`src/design/sparse_rows_to_sliced_ellpack_macros.svh`:
```
// Assertion macros used by the converter's top-level RTL file.
`ifndef SPARSE_ROWS_TO_SLICED_ELLPACK_MACROS_SVH
`define SPARSE_ROWS_TO_SLICED_ELLPACK_MACROS_SVH

// Same-cycle implication, disabled during reset.
`define SR2SELL_ASSERT_IMP(label, ante, cons, msg) \
  label: assert property (@(posedge clk) disable iff (rst) (ante) |-> (cons)) \
    else $error(msg);

// Next-cycle implication, disabled during reset.
`define SR2SELL_ASSERT_NEXT(label, ante, cons, msg) \
  label: assert property (@(posedge clk) disable iff (rst) (ante) |=> (cons)) \
    else $error(msg);

`endif

```
`src/design/sr2sell_ram.sv`:
```
// Generic single-port-write, single-port-read RAM with registered read data.
`timescale 1ns / 1ps

module sr2sell_ram #(
  parameter int WIDTH = 8,
  parameter int DEPTH = 16
) (
  input  logic                     clk,
  input  logic                     we,
  input  logic [$clog2(DEPTH)-1:0] waddr,
  input  logic [WIDTH-1:0]         wdata,
  input  logic                     re,
  input  logic [$clog2(DEPTH)-1:0] raddr,
  output logic [WIDTH-1:0]         rdata
);

  logic [WIDTH-1:0] mem [DEPTH];

  always_ff @(posedge clk) begin
    if (we) begin
      mem[waddr] <= wdata;
    end
    if (re) begin
      rdata <= mem[raddr];
    end
  end

endmodule

```
`config.mk`:
```
export PLATFORM = sky130hd
export DESIGN_NAME = sr2sell_ram
export DESIGN_NICKNAME = d
export VERILOG_FILES = /design/src/design/sparse_rows_to_sliced_ellpack_macros.svh /design/src/design/sr2sell_ram.sv
export SDC_FILE = /design/constraint.sdc
export NUM_CORES = 1
export LEC_CHECK = 0
export ABC_AREA = 1
export BUFFER_PORTS_ARGS = -buffer_cell sky130_fd_sc_hd__buf_2
export CELL_PAD_IN_SITES_DETAIL_PLACEMENT = 1
export CELL_PAD_IN_SITES_GLOBAL_PLACEMENT = 2
export CORE_ASPECT_RATIO = 1.75
export CORE_MARGIN = 8
export CORE_UTILIZATION = 41
export CTS_CLUSTER_DIAMETER = 120
export DETAILED_ROUTE_END_ITERATION = 12
export PLACE_DENSITY = 0.82
export SETUP_SLACK_MARGIN = 0.3
export SLEW_MARGIN = 40
export SYNTH_ARGS = -nofsm -noshare
export SYNTH_HDL_FRONTEND = slang
export SYNTH_SLANG_ARGS = --single-unit
```
`constraint.sdc`:
```
create_clock -name clk -period 1.35 [get_ports clk]
set_input_delay 0.2025 -clock clk [delete_from_list [all_inputs] [get_ports clk]]
set_output_delay 0.2025 -clock clk [all_outputs]
set_load 0.02 [all_outputs]
```
==> run_results.csv <==
group,metric,value,unit
min_path,worstHoldPathType,"primary input to flop",
global_routing,grt_antenna_before_repair,0,
final_layout,fin_util,51.0,%
clocking,post_cts_hold_buffer_count,0,
setup_path,critical_path.max_stage_delay,0.46,ns
drt,vias_per_cell,4.88,
drt,routedWlPerCell,18.3,µm
setup_path,critical_path_buf_inv_count,1,
final_layout,layout.nets,617,
clocking,clk_root_buffer_cell,"sky130_fd_sc_hd__clkbuf_16",
floorplanning,area_of_the_core,14200,µm²
clocking,cts_tree,"yes",
drt,drt_iter0_markers,154,
drt,detail_route.wirelength,14.5,mm
final_layout,number_of_fill_cells_in_the_layout,1536,
setup_path,worst_reg2reg_setup_slack,0.26,ns
place,dp_hpwl,9.62,mm
timing,final.period_utilization,92.2,%
synthesis,yosys.area_share.adder,0,%
clocking,clock_insertion_delay_worst_skew,0.41,ns
synthesis,synth_compound_area_share,0,%
clocking,cts_sinks,136,
final_layout,multi_input_area,1430,µm²
setup_path,timing.critical_path.required,1.15,ns
synthesis,ys_types,11,
global_routing,grt_pass1_wl,22.9,mm
synthesis,synth_top_family_by_area,"simple AND/OR/NAND/NOR gates",
setup_path,timing.critical_path.fanout_max,1,
job,max_cap_violations,0,
power,vdd.ir_drop.worst,0.960,mV
synthesis,yosys-mux-area-fraction,0,%
setup_path,r2r-end,"rdata[7]$_DFFE_PP_",
outcome,outcome,"finished, final reports clean",
setup_path,start_to_end_type_of_the_worst_setup_path,"flop to output port",
floorplanning,floorplan.initialDensity,41.3,%
timing,max_clock_freq,804,MHz
floorplanning,dieWidth,106,µm
global_routing,globalRouteOverflowTotal,0,
timing,grt_setup_unrepaired,"true",
power,power.share.sequential,46.8,%
clocking,number_of_buffers_added_by_the_clock_tree_synthesis_step,17,
final_layout,area.growth.synth_to_final,23.5,%
power,cellPowerDensity,1420,nW/µm²
synthesis,synth_cells,551,
final_layout,layout.cell_area.non_filler,7220,µm²
synthesis,synth.avg_cell_area,10.6,µm²
power,leakage,3.08,nW
setup_path,crit_path_top_delay_cell,"sky130_fd_sc_hd__edfxtp_1",
timing,report.final.slew_viol_count,0,
floorplanning,chipHeight,174,µm
drt,ant_nets,0,
power,swShare,21.3,%
timing,finalCriticalPeriod,1.24,ns
place,placed_area,6360,µm²
clocking,clk_transition_reported_paths,0.05,ns
timing,relSlewSlack,52.6,%
synthesis,synth.yosys.seq_area_share,69.8,%
synthesis,mappedNetlistNets,570,
global_routing,largest_net_degree_at_the_start_of_global_routing,53,
drt,number_of_iterations_in_the_first_detailed_routing_pass,4,
timing,setup_viol,0,
drt,routed-via-count,3860,
final_layout,final-instance-count-excl-fill,791,
power,power.combinational.fraction,6.8,%
synthesis,syn-cell-area,5850,µm²
setup_path,path_delay_family,"flip-flops",
setup_path,cp-start-kind,"flop",
setup_path,timing.critical_path.from,"rdata[1]$_DFFE_PP_",
clocking,cts_buffer_depth,2,
global_routing,number_of_global_route_vias_before_repair,4247,
setup_path,worstSetupPathDepth,1,
place,io_buffer_count,26,
timing,timing.hold.ws,0.185,ns
floorplanning,io_pins,27,
setup_path,worst_ep_arrival_time,1.04,ns
timing,final-hold-violation-count,0,
timing,worst_case_clock_skew,0.00613,ns
clocking,htree_levels,4,
final_layout,final_layout_size_suffix_gt1_share,22.6,%
floorplanning,die_area,18500,µm²
timing,max_slew.worst_pin.slew,0.710,ns
setup_path,worst_setup_path_end_kind,"output port",
final_layout,register_area,4080,µm²
setup_path,cp-endpoint,"rdata[1]",
setup_path,critical_path.cell_chain,"buf_6",
synthesis,synthesis.yosys.warnings,0,
synthesis,postSynthRegisterBits,136,
power,netSwitchingPower,2.18,mW
drt,drcViolationCount,0,
place,place_congestion,0.831,
setup_path,regToRegStartpoint,"mem[4][7]$_DFFE_PP_",
place,dp_cells,759,
synthesis,synthXorXnorAreaFrac,0,%
power,clkPwrFrac,46.4,%
floorplanning,std_cell_rows,58,
final_layout,insertedDiodeCount,0,
power,power.internal,8.05,mW
synthesis,synth_simple_gate_area_share,20.8,%
global_routing,track_usage,16.5,%
setup_path,worst_r2r_path_depth,6,
## power groups by stage
stage	logic, mW	registers [mW]	clock network, mW
global placement	0.610	4.87	0
CTS	0.671	4.79	4.84
detailed placement	0.630	4.87	0
global route	0.774	4.80	4.97
floorplan	0.337	4.89	0
finish	0.697	4.79	4.75
## Yosys cell counts
| cell type | count | area [µm²] |
|---|---|---|
| sky130_fd_sc_hd__buf_6 | 6 | 67.6 |
| sky130_fd_sc_hd__inv_1 | 100 | 375 |
| sky130_fd_sc_hd__nand3b_1 | 2 | 15.0 |
| sky130_fd_sc_hd__nand2_1 | 173 | 649 |
| sky130_fd_sc_hd__buf_4 | 4 | 30.0 |
| sky130_fd_sc_hd__edfxtp_1 | 136 | 4080 |
| sky130_fd_sc_hd__nand3_1 | 97 | 485 |
| sky130_fd_sc_hd__buf_1 | 1 | 3.75 |
| sky130_fd_sc_hd__inv_2 | 2 | 7.51 |
| sky130_fd_sc_hd__buf_2 | 13 | 65.1 |
| sky130_fd_sc_hd__nor2_1 | 17 | 63.8 |
## cell families after synthesis
kind of cell,Yosys count
simple gates,289
flops,136
buf+inv,126
## how the worst min path moves through the flow
stage	slack, ns	to	cells past startpoint	start
floorplan	0.30	mem[0][0]$_DFFE_PP_	0	wdata[0]
global placement	0.59	mem[7][2]$_DFFE_PP_	1	wdata[2]
detailed placement	0.61	mem[7][0]$_DFFE_PP_	1	wdata[0]
CTS	0.18	mem[15][0]$_DFFE_PP_	1	wdata[0]
global route	0.20	mem[7][0]$_DFFE_PP_	1	wdata[0]
finish	0.18	mem[6][0]$_DFFE_PP_	1	wdata[0]
## through the flow
step	total power, mW	TNS, ns	setup WS, ns
after floorplan	5.23	0	0.197
after global placement	5.48	-0.0625	-0.0242
after detailed placement	5.50	-0.248	-0.0554
after CTS	10.3	0	0.0759
after global routing	10.5	0	0.0822
final	10.2	0	0.105
## area by class of cell
type / count / area share, %
sequential: 136 / 56.6
tap: 180 / 3.12
clock buffer: 17 / 5.89
clock inverter: 15 / 2.51
multi-input combinational: 289 / 19.9
inverter: 102 / 5.30
timing repair buffer: 52 / 6.76
## sequential cells by signal (all words and copies together) (netlist names)
register,flops
mem,128
rdata,8
## timing repair
| action | CTS | global route |
|---|---|---|
| gates resized for setup | 24 | 42 |
| pin swaps | 20 | 30 |
| setup endpoints to repair | 16 | 16 |
| buffers inserted | 0 | 0 |
## cells in the final DEF (no fill, tap or decap)
| cell | instances |
|---|---|
| sky130_fd_sc_hd__edfxtp_1 | 136 |
| sky130_fd_sc_hd__nand3b_1 | 2 |
| sky130_fd_sc_hd__buf_12 | 9 |
| sky130_fd_sc_hd__nand2_2 | 8 |
| sky130_fd_sc_hd__clkbuf_16 | 17 |
| sky130_fd_sc_hd__buf_6 | 8 |
| sky130_fd_sc_hd__nand3_2 | 37 |
| sky130_fd_sc_hd__buf_2 | 18 |
| sky130_fd_sc_hd__clkinv_2 | 2 |
| sky130_fd_sc_hd__inv_6 | 2 |
| sky130_fd_sc_hd__nand3_1 | 60 |
| sky130_fd_sc_hd__buf_4 | 17 |
| sky130_fd_sc_hd__inv_2 | 8 |
| sky130_fd_sc_hd__nand2_1 | 165 |
| sky130_fd_sc_hd__nor2_2 | 6 |
| sky130_fd_sc_hd__clkinvlp_4 | 2 |
| sky130_fd_sc_hd__nor2_1 | 11 |
| sky130_fd_sc_hd__clkinv_1 | 5 |
| sky130_fd_sc_hd__inv_1 | 94 |
| sky130_fd_sc_hd__bufinv_16 | 4 |
## per-layer routing
layer	up-vias	global-route usage, %	wire (µm)
li1	1876	-	-
met1	1897	17.2	5700
met2	60	30.0	8030
met3	27	3.26	330
met4	0	8.79	432
met5	-	0	0
Power figures use the tool's default switching activity.
